**src/aps_pkg.sv**
```systemverilog
// ----------------------------------------------------------------------------
// aps_pkg
// Shared types and codes of the aging priority scheduler: request and
// response items, request and outcome codes, sequencer states and the
// control group that drives the head unit.
// ----------------------------------------------------------------------------
`default_nettype none

package aps_pkg;

    // request codes
    localparam logic [2:0] REQ_SCHEDULE = 3'd0;
    localparam logic [2:0] REQ_EXIT     = 3'd1;
    localparam logic [2:0] REQ_KILL     = 3'd2;
    localparam logic [2:0] REQ_NICE     = 3'd3;
    localparam logic [2:0] REQ_FORK     = 3'd4;

    // outcome codes
    localparam logic [1:0] OUT_DONE     = 2'd0;
    localparam logic [1:0] OUT_REJECTED = 2'd1;
    localparam logic [1:0] OUT_NO_SLOT  = 2'd2;

    typedef struct packed {
        logic [2:0] req_type;
        logic [5:0] target_slot;
        logic [7:0] new_priority;
    } req_item_t;

    typedef struct packed {
        logic [3:0] running_slot;
        logic [3:0] previous_slot;
        logic       switched;
        logic [3:0] child_slot;
        logic [1:0] outcome;
    } rsp_item_t;

    typedef enum logic [1:0] {
        ST_IDLE,
        ST_SCAN,
        ST_AGE,
        ST_DONE
    } state_t;

    // control group from the sequencer to the head unit
    typedef struct packed {
        logic       age_pass;
        logic [2:0] req_type;
        logic [7:0] new_priority;
        logic       fork_open;
    } head_ctl_t;

endpackage : aps_pkg

`default_nettype wire

```
**src/aps_cell.sv**
```systemverilog
// ----------------------------------------------------------------------------
// aps_cell
// One task slot of the ring: live bit, base priority and age. Takes its
// neighbour's contents on every shift.
// ----------------------------------------------------------------------------
`default_nettype none

module aps_cell #(
    parameter logic RESET_LIVE = 1'b0,
    parameter int   AGE_MAX    = 255,
    parameter int   AGE_W      = $clog2(AGE_MAX + 1)
) (
    input  wire logic             clk,
    input  wire logic             rst_n,
    input  wire logic             shift,
    input  wire logic             d_live,
    input  wire logic [7:0]       d_base,
    input  wire logic [AGE_W-1:0] d_age,
    output logic                  q_live,
    output logic [7:0]            q_base,
    output logic [AGE_W-1:0]      q_age
);

    logic             live_reg;
    logic [7:0]       base_reg;
    logic [AGE_W-1:0] age_reg;

    always_ff @(posedge clk or negedge rst_n)
    begin
        if (!rst_n)
        begin
            live_reg <= RESET_LIVE;
            base_reg <= 8'd1;
            age_reg  <= '0;
        end
        else if (shift)
        begin
            live_reg <= d_live;
            base_reg <= d_base;
            age_reg  <= d_age;
        end
    end

    assign q_live = live_reg;
    assign q_base = base_reg;
    assign q_age  = age_reg;

endmodule : aps_cell

`default_nettype wire

```
**src/aps_head.sv**
```systemverilog
// ----------------------------------------------------------------------------
// aps_head
// Head of the ring: applies the request in hand to the passing slot and forms
// its score in the scan pass; the age pass ages it or zeroes a winner's age.
// ----------------------------------------------------------------------------
`default_nettype none

module aps_head #(
    parameter int SLOTS   = 16,
    parameter int AGE_MAX = 255,
    parameter int IDX_W   = $clog2(SLOTS),
    parameter int AGE_W   = $clog2(AGE_MAX + 1),
    parameter int SCORE_W = ((AGE_W > 8) ? AGE_W : 8) + 1
) (
    input  wire aps_pkg::head_ctl_t ctl,
    input  wire logic [IDX_W-1:0] idx,
    input  wire logic [IDX_W-1:0] cur_slot,
    input  wire logic [IDX_W-1:0] best_slot,
    input  wire logic [5:0]       target_slot,
    input  wire logic             live_i,
    input  wire logic [7:0]       base_i,
    input  wire logic [AGE_W-1:0] age_i,
    output logic                  live_o,
    output logic [7:0]            base_o,
    output logic [AGE_W-1:0]      age_o,
    output logic                  claim,
    output logic [SCORE_W-1:0]    score
);

    import aps_pkg::*;

    logic hit_target;

    assign hit_target = (6'(idx) == target_slot);

    always_comb
    begin
        live_o = live_i;
        base_o = base_i;
        age_o  = age_i;
        claim  = 1'b0;
        if (ctl.age_pass)
        begin
            if (live_i)
            begin
                if (idx == best_slot)
                    age_o = '0;
                else if (age_i < AGE_W'(AGE_MAX))
                    age_o = age_i + 1'b1;
            end
        end
        else
        begin
            unique case (ctl.req_type)
                REQ_EXIT:
                begin
                    if (idx == cur_slot)
                    begin
                        live_o = 1'b0;
                        base_o = 8'd0;
                        age_o  = '0;
                    end
                end
                REQ_KILL:
                begin
                    if (hit_target)
                    begin
                        live_o = 1'b0;
                        base_o = 8'd0;
                        age_o  = '0;
                    end
                end
                REQ_NICE:
                begin
                    if (hit_target)
                        base_o = ctl.new_priority;
                end
                REQ_FORK:
                begin
                    // claim the first free slot that passes
                    if (ctl.fork_open && !live_i)
                    begin
                        live_o = 1'b1;
                        base_o = 8'd1;
                        age_o  = '0;
                        claim  = 1'b1;
                    end
                end
                default:
                begin
                end
            endcase
        end
    end

    assign score = SCORE_W'(base_o) + SCORE_W'(age_o);

endmodule : aps_head

`default_nettype wire

```
**src/aging_priority_scheduler_core.sv**
```systemverilog
// ----------------------------------------------------------------------------
// aging_priority_scheduler_core
// Task slot scheduler with aging, built as a ring of slot cells that
// circulates past a single head unit.
// ----------------------------------------------------------------------------
// Usage:
//   Requests arrive on req (req_valid / req_ready), one response per request
//   leaves on rsp (rsp_valid / rsp_ready). Both are valid/ready channels.
//   The slot table lives in a ring of SLOTS cells. A request rotates the ring
//   once past the head unit, which applies exit, kill, nice or fork to each
//   slot as it passes and, for schedule, exit and nice, keeps the best
//   base + age seen so far. Such a request that finds a live slot rotates
//   the ring a second time to clear the winner's age and age the others.
//   One request is in work at a time: req_ready is high only while idle, so
//   the next request is taken only once the previous one is finished.
//   A finished response waits in an output register; the next request is
//   accepted while it waits, but its own response is held until rsp is taken.
//   Reset: slot 0 live and running, all other slots free, base 1, age 0.
// ----------------------------------------------------------------------------
`default_nettype none

module aging_priority_scheduler_core #(
    parameter int SLOTS   = 16,
    parameter int AGE_MAX = 255
) (
    input  wire logic         clk,
    input  wire logic         rst_n,
    input  wire logic         req_valid,
    output logic              req_ready,
    input  wire aps_pkg::req_item_t req,
    output logic              rsp_valid,
    input  wire logic         rsp_ready,
    output aps_pkg::rsp_item_t rsp
);

    import aps_pkg::*;

    localparam int IDX_W   = $clog2(SLOTS);
    localparam int AGE_W   = $clog2(AGE_MAX + 1);
    localparam int SCORE_W = ((AGE_W > 8) ? AGE_W : 8) + 1;
    localparam logic [IDX_W-1:0] LAST_IDX = IDX_W'(SLOTS - 1);

    // ring of slot cells
    logic             cell_live [SLOTS];
    logic [7:0]       cell_base [SLOTS];
    logic [AGE_W-1:0] cell_age  [SLOTS];

    logic             head_live;
    logic [7:0]       head_base;
    logic [AGE_W-1:0] head_age;
    logic             head_claim;
    logic [SCORE_W-1:0] head_score;
    head_ctl_t        head_ctl;

    logic shift;

    // sequencer registers
    state_t            state_reg, state_next;
    logic [IDX_W-1:0]  idx_reg, idx_next;
    req_item_t         item_reg, item_next;
    logic              rej_reg, rej_next;
    logic [IDX_W-1:0]  cur_reg, cur_next;
    logic [IDX_W-1:0]  prev_reg, prev_next;
    logic [IDX_W-1:0]  best_reg, best_next;
    logic [SCORE_W-1:0] best_score_reg, best_score_next;
    logic              any_reg, any_next;
    logic              found_reg, found_next;
    logic [IDX_W-1:0]  child_reg, child_next;
    rsp_item_t         rsp_reg, rsp_next;
    logic              rsp_valid_reg, rsp_valid_next;

    logic sched;
    logic req_rej;

    genvar k;
    generate
        for (k = 0; k < SLOTS; k++)
        begin : g_cell
            if (k == SLOTS - 1)
            begin : g_tail
                aps_cell #(
                    .RESET_LIVE (1'b0),
                    .AGE_MAX    (AGE_MAX),
                    .AGE_W      (AGE_W)
                ) u_cell (
                    .clk    (clk),
                    .rst_n  (rst_n),
                    .shift  (shift),
                    .d_live (head_live),
                    .d_base (head_base),
                    .d_age  (head_age),
                    .q_live (cell_live[k]),
                    .q_base (cell_base[k]),
                    .q_age  (cell_age[k])
                );
            end
            else
            begin : g_body
                aps_cell #(
                    .RESET_LIVE ((k == 0) ? 1'b1 : 1'b0),
                    .AGE_MAX    (AGE_MAX),
                    .AGE_W      (AGE_W)
                ) u_cell (
                    .clk    (clk),
                    .rst_n  (rst_n),
                    .shift  (shift),
                    .d_live (cell_live[k+1]),
                    .d_base (cell_base[k+1]),
                    .d_age  (cell_age[k+1]),
                    .q_live (cell_live[k]),
                    .q_base (cell_base[k]),
                    .q_age  (cell_age[k])
                );
            end
        end
    endgenerate

    // head sees cell 0, which holds slot idx_reg while the ring turns
    assign head_ctl.age_pass     = (state_reg == ST_AGE);
    assign head_ctl.req_type     = item_reg.req_type;
    assign head_ctl.new_priority = item_reg.new_priority;
    assign head_ctl.fork_open    = !found_reg;

    aps_head #(
        .SLOTS   (SLOTS),
        .AGE_MAX (AGE_MAX),
        .IDX_W   (IDX_W),
        .AGE_W   (AGE_W),
        .SCORE_W (SCORE_W)
    ) u_head (
        .ctl         (head_ctl),
        .idx         (idx_reg),
        .cur_slot    (cur_reg),
        .best_slot   (best_reg),
        .target_slot (item_reg.target_slot),
        .live_i      (cell_live[0]),
        .base_i      (cell_base[0]),
        .age_i       (cell_age[0]),
        .live_o      (head_live),
        .base_o      (head_base),
        .age_o       (head_age),
        .claim       (head_claim),
        .score       (head_score)
    );

    assign sched = (item_reg.req_type == REQ_SCHEDULE) ||
                   (item_reg.req_type == REQ_EXIT) ||
                   (item_reg.req_type == REQ_NICE);

    // reject unknown codes, out-of-range kill or nice and nice priority > SLOTS
    always_comb
    begin
        unique case (req.req_type)
            REQ_SCHEDULE, REQ_EXIT, REQ_FORK:
                req_rej = 1'b0;
            REQ_KILL:
                req_rej = (7'(req.target_slot) >= 7'(SLOTS));
            REQ_NICE:
                req_rej = (7'(req.target_slot) >= 7'(SLOTS)) ||
                          (9'(req.new_priority) > 9'(SLOTS));
            default:
                req_rej = 1'b1;
        endcase
    end

    assign req_ready = (state_reg == ST_IDLE);
    assign shift     = (state_reg == ST_SCAN) || (state_reg == ST_AGE);

    always_comb
    begin
        state_next      = state_reg;
        idx_next        = idx_reg;
        item_next       = item_reg;
        rej_next        = rej_reg;
        cur_next        = cur_reg;
        prev_next       = prev_reg;
        best_next       = best_reg;
        best_score_next = best_score_reg;
        any_next        = any_reg;
        found_next      = found_reg;
        child_next      = child_reg;
        rsp_next        = rsp_reg;
        rsp_valid_next  = rsp_valid_reg;

        // drop the response once taken
        if (rsp_valid_reg && rsp_ready)
            rsp_valid_next = 1'b0;

        unique case (state_reg)
            ST_IDLE:
            begin
                if (req_valid)
                begin
                    item_next  = req;
                    rej_next   = req_rej;
                    prev_next  = cur_reg;
                    best_next  = cur_reg;
                    best_score_next = '0;
                    any_next   = 1'b0;
                    found_next = 1'b0;
                    child_next = '0;
                    idx_next   = '0;
                    state_next = req_rej ? ST_DONE : ST_SCAN;
                end
            end
            ST_SCAN:
            begin
                if (head_claim)
                begin
                    found_next = 1'b1;
                    child_next = idx_reg;
                end
                // ties go to the later slot, hence >=
                if (sched && head_live && (!any_reg || head_score >= best_score_reg))
                begin
                    best_next       = idx_reg;
                    best_score_next = head_score;
                    any_next        = 1'b1;
                end
                if (idx_reg == LAST_IDX)
                begin
                    idx_next   = '0;
                    state_next = (sched && any_next) ? ST_AGE : ST_DONE;
                end
                else
                begin
                    idx_next = idx_reg + 1'b1;
                end
            end
            ST_AGE:
            begin
                if (idx_reg == LAST_IDX)
                begin
                    idx_next   = '0;
                    cur_next   = best_reg;
                    state_next = ST_DONE;
                end
                else
                begin
                    idx_next = idx_reg + 1'b1;
                end
            end
            ST_DONE:
            begin
                // hold until the output register is free
                if (!rsp_valid_reg || rsp_ready)
                begin
                    rsp_next.running_slot  = 4'(cur_reg);
                    rsp_next.previous_slot = 4'(prev_reg);
                    rsp_next.switched      = !rej_reg && sched;
                    rsp_next.child_slot    = 4'(child_reg);
                    if (rej_reg)
                        rsp_next.outcome = OUT_REJECTED;
                    else if (item_reg.req_type == REQ_FORK && !found_reg)
                        rsp_next.outcome = OUT_NO_SLOT;
                    else
                        rsp_next.outcome = OUT_DONE;
                    rsp_valid_next = 1'b1;
                    state_next     = ST_IDLE;
                end
            end
            default:
                state_next = ST_IDLE;
        endcase
    end

    always_ff @(posedge clk or negedge rst_n)
    begin
        if (!rst_n)
        begin
            state_reg     <= ST_IDLE;
            idx_reg       <= '0;
            cur_reg       <= '0;
            found_reg     <= 1'b0;
            any_reg       <= 1'b0;
            rej_reg       <= 1'b0;
            rsp_valid_reg <= 1'b0;
        end
        else
        begin
            state_reg     <= state_next;
            idx_reg       <= idx_next;
            cur_reg       <= cur_next;
            found_reg     <= found_next;
            any_reg       <= any_next;
            rej_reg       <= rej_next;
            rsp_valid_reg <= rsp_valid_next;
        end
    end

    always_ff @(posedge clk)
    begin
        item_reg       <= item_next;
        prev_reg       <= prev_next;
        best_reg       <= best_next;
        best_score_reg <= best_score_next;
        child_reg      <= child_next;
        rsp_reg        <= rsp_next;
    end

    assign rsp_valid = rsp_valid_reg;
    assign rsp       = rsp_reg;

endmodule : aging_priority_scheduler_core

`default_nettype wire
```
**config.mk**
```make
export PLATFORM = sky130hd
export DESIGN_NAME = aging_priority_scheduler_core
export DESIGN_NICKNAME = d
export VERILOG_FILES = /design/src/aps_pkg.sv /design/src/aps_cell.sv /design/src/aps_head.sv /design/src/aging_priority_scheduler_core.sv
export SDC_FILE = /design/constraint.sdc
export NUM_CORES = 1
export LEC_CHECK = 0
export BUFFER_PORTS_ARGS = -buffer_cell sky130_fd_sc_hd__buf_4
export CAP_MARGIN = 20
export CORE_MARGIN = 1.5
export CORE_UTILIZATION = 35
export CTS_BUF_LIST = sky130_fd_sc_hd__clkbuf_4 sky130_fd_sc_hd__clkbuf_8
export DETAILED_ROUTE_END_ITERATION = 8
export PLACE_DENSITY = 0.61
export SLEW_MARGIN = 25
export SYNTH_ARGS = -nofsm -noshare
export SYNTH_HDL_FRONTEND = slang
export SYNTH_HIERARCHICAL = 1
export SYNTH_SLANG_ARGS = --single-unit
```
**constraint.sdc**
```tcl
create_clock -name clk -period 10.4 [get_ports clk]
set_input_delay 0 -clock clk [delete_from_list [all_inputs] [get_ports clk]]
set_output_delay 0 -clock clk [all_outputs]
set_load 0.05 [all_outputs]
```
==> results of run 1 <==
[layer usage]
metal  vias up  global-route usage, %
met5         -                      0
met4         0                  3.748
met3        41                  2.777
met2       145                  15.98
met1      3771                  16.99
li1       3459                      -
[cells in the mapped netlist (all sizes together), types with 3 or more instances]
master / instances / area [sq um]
mux2: 283 / 3787
dfrtp: 269 / 6731
edfxtp: 53 / 1592
buf: 33 / 505.5
ha: 23 / 287.8
nand2: 23 / 86.33
nor2: 23 / 86.33
inv: 20 / 75.07
o21ai: 20 / 100.1
dfstp: 17 / 446.7
and2: 15 / 93.84
a21oi: 14 / 81.33
nand3: 9 / 45.04
xor2: 9 / 78.83
a22o: 8 / 70.07
nor2b: 7 / 43.79
xnor2: 7 / 61.31
a211oi: 6 / 45.04
clkbuf: 5 / 20.01
nor3: 5 / 30.03
a31oi: 4 / 25.02
nand2b: 4 / 25.02
nand4: 4 / 25.02
o21a: 4 / 30.03
mux2i: 3 / 30.03
nand3b: 3 / 22.52
nor3b: 3 / 33.78
o211ai: 3 / 22.52
o31ai: 3 / 22.52
[area by class of cell]
class | count | share of cell area, %
diodes | 1 | 0.01497
clock buffers | 93 | 6.573
clock inverters | 11 | 0.5390
inverters | 20 | 0.4492
multi-input cells | 512 | 32.49
flip-flops and latches | 339 | 52.47
well taps | 539 | 4.035
repair buffers | 67 | 3.429
[logic make-up (layout without fill, tap and decap cells)]
group,after synthesis,count (layout)
simple gates,106,106
other cells,0,1
mux,286,286
flops,339,339
xor+xnor,16,16
fa+ha+maj,24,24
compound gates,80,80
buf+inv,58,191
[path summary, 6_finish.rpt]
path	start	endpoint	cells past startpoint
setup / recovery	state_reg[0]$_DFFE_PN0P_	best_score_reg[2]$_SDFFCE_PN0P_	20
max in group asynchronous	rst_n	g_cell[7].g_body.u_cell/q_base[1]$_DFFE_PN0P_	4
min in group asynchronous	rst_n	g_cell[5].g_body.u_cell/q_base[1]$_DFFE_PN0P_	3
setup reg to reg	state_reg[0]$_DFFE_PN0P_	best_score_reg[2]$_SDFFCE_PN0P_	20
hold reg to reg	prev_reg[0]$_DFFE_PP_	rsp[7]$_DFFE_PP_	0
hold / removal	req[11]	item_reg[11]$_DFFE_PP_	2
[power by group]
part           switching, mW  internal (mW)  leakage (nW)  total [mW]
logic                  0.839          0.663          2.95        1.50
registers              0.106           1.57          4.41        1.67
clock network          0.523          0.692         0.638        1.22
total                   1.47           2.92          8.01        4.39
[critical path: cells and delay by family, from the launching register on]
kind                       cells  cell delay (ps)
AOI/OAI and AO/OA              8             1990
adders and majority gates      4             1240
buffers and inverters          4              880
and+or+nand+nor                4              650
DFF                            1              430
==> flow_summary.json, run 1 <==
{
  "status": "finished, final reports clean",
  "r2r_slack_ps": 4860,
  "drc_errors": 0,
  "cts_tree": "yes",
  "cts_hold_buffers": 22,
  "ys.flop_type": "dfrtp_1",
  "yosys.area_share.simple_pct": 3.892,
  "relSlewSlack_pct": 31.03,
  "rsz0062_at_grt": "false",
  "syn-num-nets": 954,
  "synthXorXnorAreaFrac_pct": 0.9476,
  "ios": 38,
  "final.setup_skew_ps": 20.48,
  "fin_hold_ws_ps": 123.7,
  "drt_wl_total_mm": 24.07,
  "synth_top_family_by_area": "multiplexers",
  "worstSetupEndpointType": "flop",
  "crit_arrival_ps": 5830,
  "vias": 7416,
  "slowest_stage": "a221oi_1",
  "worst_slack_ps": 4862,
  "die_w_microns": 208.6,
  "ir_drop_mv": 0.3211,
  "clkTransAtPathRegs_ps": 60,
  "syn_to_final_growth_pct": 13.02,
  "dr.pass1.iters": 5,
  "synth_compound_area_share_pct": 3.900,
  "crit_path_cell_trace": "inv_1, ha_1, inv_1, and3_1, nor2b_1, a221o_1, ha_1, inv_1, fa_1, nor2b_1, o21ai_0, a21boi_0, o31ai_1, a21oi_1, ha_1, o21ai_0, nor3_1, a211oi_1, a221oi_1, buf_4",
  "final_common_cell": "dfrtp_1",
  "dieArea_sq_um": 43490,
  "coreArea_sq_um": 41850,
  "final_util_pct": 39.93,
  "leakagePower_nw": 8.007,
  "topRoutingLayerUsed": "met4",
  "grtUsageTotal_pct": 11.36,
  "netlist_instances": 909,
  "route.met2.wl_mm": 10.41,
  "rows": 75,
  "ff_latch_area_sq_um": 8770,
  "layout_common_cells": "dfrtp_1 (269), mux2_4 (160), mux2_2 (122), clkbuf_8 (64), edfxtp_1 (53)",
  "gp_congestion": 0.7949,
  "ys_types": 62,
  "synth_edf_count": 53,
  "m1WireLength_mm": 12.15,
  "multi_input_area_sq_um": 5430,
  "synth.area.mux_share_pct": 25.81,
  "setup_tns_ps": 0,
  "tightest_slew_ps": 1035,
  "clock_sinks": 339,
  "slew_violations": 0,
  "grt_overflow": 0,
  "postSynthAreaPerCell_sq_um": 16.27,
  "postCtsSetupBuffers": 0,
  "ant_nets": 0,
  "power_mw": 4.389,
  "dpl_cell_area_sq_um": 15300,
  "numCtsBuffers": 56,
  "p_per_area_nw_per_um2": 262.6,
  "htreeDepth": 2,
  "cts_buffer_depth": 3,
  "wl_met3_mm": 1.102,
  "dp_slack_ps": 4958,
  "initial_core_util_pct": 35.33,
  "hpwl_mm": 14.55,
  "maxCapViolations": 0,
  "layout.nets": 1041,
  "grt_pass1_wl_mm": 40.77,
  "crit_type": "flop to flop",
  "drtIter0Drc": 415,
  "portBuffers": 37,
  "ys_seq_elements": 339,
  "yosys.area_share.adder_pct": 2.081,
  "worstHoldPathType": "input pin to flop",
  "netlist_area_sq_um": 14790,
  "slowest_delay_ps": 700,
  "cp_max_fo": 15,
  "grt_antenna_before_repair": 0,
  "place_inst": 1455,
  "worstPathRequired_ps": 10690,
  "drive_above_1_share_pct": 43.57,
  "grt_pass1_vias": 7694,
  "cts-root-buf": "clkbuf_8",
  "finalSetupViolCount": 0,
  "fillerInstances": 3887,
  "finalCriticalPeriod_ps": 5538,
  "max_freq_mhz": 180.6,
  "hold_violations": 0,
  "startpoint_type": "flop",
  "avgViaCountPerCell": 4.688,
  "grt_start_max_net_pins": 75,
  "synth_warnings": 6,
  "die_h_microns": 208.6,
  "clock_latency_ps": 600,
  "cts_resized": 0,
  "ys_seq_area_share_pct": 59.30,
  "instances_no_fill": 1582,
  "synthArstFlopShare_pct": 84.37,
  "fin_area_sq_um": 16710,
  "wl_per_cell_microns": 15.22,
  "period_share_pct": 53.25
}
Note: power is estimated with default switching activity, not from simulation.
==> run 2: changes to the inputs <==
--- a/config.mk
+++ b/config.mk
@@ -11,7 +11,7 @@
 export CORE_UTILIZATION = 35
 export CTS_BUF_LIST = sky130_fd_sc_hd__clkbuf_4 sky130_fd_sc_hd__clkbuf_8
 export DETAILED_ROUTE_END_ITERATION = 8
-export PLACE_DENSITY = 0.61
+export PLACE_DENSITY = 0.63
 export SLEW_MARGIN = 25
 export SYNTH_ARGS = -nofsm -noshare
 export SYNTH_HDL_FRONTEND = slang
==> constraint.sdc (replaced) <==
create_clock -name clk -period 4.5 [get_ports clk]
set_input_delay 0 -clock clk [delete_from_list [all_inputs] [get_ports clk]]
set_output_delay 0 -clock clk [all_outputs]
set_load 0.05 [all_outputs]
==> flow_summary.json, run 2 (same netlist as run 1, synthesis figures left out) <==
{
  "worst_slack_ps": 148.9,
  "vias": 7581,
  "grt_overflow": 0,
  "startpoint_type": "flop",
  "slew_violations": 0,
  "hold_violations": 0,
  "finalCriticalPeriod_ps": 4351,
  "finalSetupViolCount": 0,
  "cts-root-buf": "clkbuf_8",
  "max_freq_mhz": 229.8,
  "die_h_microns": 208.6,
  "wl_per_cell_microns": 14.83,
  "dieArea_sq_um": 43490,
  "grt_start_max_net_pins": 104,
  "layout_common_cells": "dfrtp_1 (266), mux2_4 (160), mux2_2 (122), buf_4 (92), clkbuf_8 (60)",
  "clkTransAtPathRegs_ps": 60,
  "period_share_pct": 96.69,
  "grt_antenna_before_repair": 2,
  "grtUsageTotal_pct": 11.31,
  "instances_no_fill": 1630,
  "htreeDepth": 2,
  "final.setup_skew_ps": 12.41,
  "cts_tree": "yes",
  "ir_drop_mv": 0.5311,
  "drc_errors": 0,
  "crit_type": "flop to flop",
  "worstPathRequired_ps": 4800,
  "grt_pass1_vias": 7911,
  "gp_congestion": 0.8154,
  "drtIter0Drc": 362,
  "drt_wl_total_mm": 24.17,
  "clock_sinks": 339,
  "grt_pass1_wl_mm": 40.72,
  "portBuffers": 37,
  "initial_core_util_pct": 35.33,
  "ant_nets": 0,
  "leakagePower_nw": 8.266,
  "worstHoldPathType": "input pin to async pin",
  "clock_latency_ps": 590,
  "ios": 38,
  "drive_above_1_share_pct": 48.03,
  "die_w_microns": 208.6,
  "numCtsBuffers": 54,
  "fin_hold_ws_ps": 7.129,
  "cts_buffer_depth": 3,
  "worstSetupEndpointType": "flop",
  "cp_max_fo": 6,
  "place_inst": 1499,
  "power_mw": 10.34,
  "final_common_cell": "dfrtp_1",
  "status": "finished, final reports clean",
  "dr.pass1.iters": 4,
  "coreArea_sq_um": 41850,
  "avgViaCountPerCell": 4.651,
  "relSlewSlack_pct": 36.45,
  "tightest_slew_ps": 952.2,
  "layout.nets": 1092,
  "syn_to_final_growth_pct": 16.78,
  "hpwl_mm": 14.66,
  "rows": 75,
  "crit_arrival_ps": 4650,
  "final_util_pct": 41.26,
  "dp_slack_ps": -240.7,
  "maxCapViolations": 0,
  "p_per_area_nw_per_um2": 598.8
}
## run 2: critical path: stages (launching register included)
cell and delay, ps:
dfrtp_2 460, xor2_2 170, nor4_4 330, buf_4 170, o21ai_2 70, o21bai_4 230
buf_4 160, a22o_1 250, ha_1 340, o21a_1 130, a21oi_2 140, a21oi_1 90
xor2_1 180, ha_1 330, nand2_2 80, nor3_2 190, a211oi_2 110, a221oi_4 390
clkbuf_16 220
## run 2: where the power goes
part           internal, mW  total, mW  switching (mW)
Sequential             3.62       3.83           0.209
Clock                  1.51       2.70            1.19
Combinational          1.76       3.81            2.05
## run 2: metal layers
layer / global-route usage [%] / up-vias / share of wire [%]
met5: 0 / - / 0
met4: 3.673 / 0 / 2.1
met3: 2.974 / 53 / 4.7
met2: 16.72 / 114 / 44
met1: 16.13 / 3851 / 49
li1: - / 3563 / -
## run 2: final timing paths
kind / slack (ps) / start / endpoint / cells after the start
setup / recovery: 150 / idx_reg[3]$_DFFE_PN0P_ / best_score_reg[2]$_SDFFCE_PN0P_ / 18
hold / removal: 7 / rst_n / g_cell[5].g_body.u_cell/q_base[4]$_DFFE_PN0P_ / 2
setup reg to reg: 150 / idx_reg[3]$_DFFE_PN0P_ / best_score_reg[2]$_SDFFCE_PN0P_ / 18
hold reg to reg: 420 / prev_reg[0]$_DFFE_PP_ / rsp[7]$_DFFE_PP_ / 0
max in group asynchronous: 3370 / rst_n / g_cell[12].g_body.u_cell/q_age[1]$_DFFE_PN0P_ / 3
min in group clk: 140 / req[9] / item_reg[9]$_DFFE_PP_ / 2
## run 2: stage by stage
step / setup TNS, ps / cell area, sq um
after global placement: -994.3 / 15690
after detailed placement: -3124 / 15690
after floorplan: 0 / 14810
final: 0 / 17270
after global routing: -371.4 / 17270
after CTS: 0 / 17040
## run 2: repair_timing
action                                  4_1_cts  5_1_grt
cloned                                        0        1
resized for setup                             2       35
endpoints found under the setup margin       13       13
pin swaps                                     2       25
buffers inserted                              1        9
hold endpoints to repair                    108        0
hold buffers                                 20        0
## run 2: area by class of cell
| class | count | area, sq um |
|---|---|---|
| diodes | 2 | 5.005 |
| repair buffers | 120 | 1042 |
| clock inverters | 24 | 191.4 |
| inverters | 20 | 75.07 |
| clock buffers | 74 | 930.9 |
| fillers | 3803 | 24580 |
| multi-input cells | 512 | 5577 |
| well taps | 539 | 674.4 |
| flip-flops and latches | 339 | 8773 |
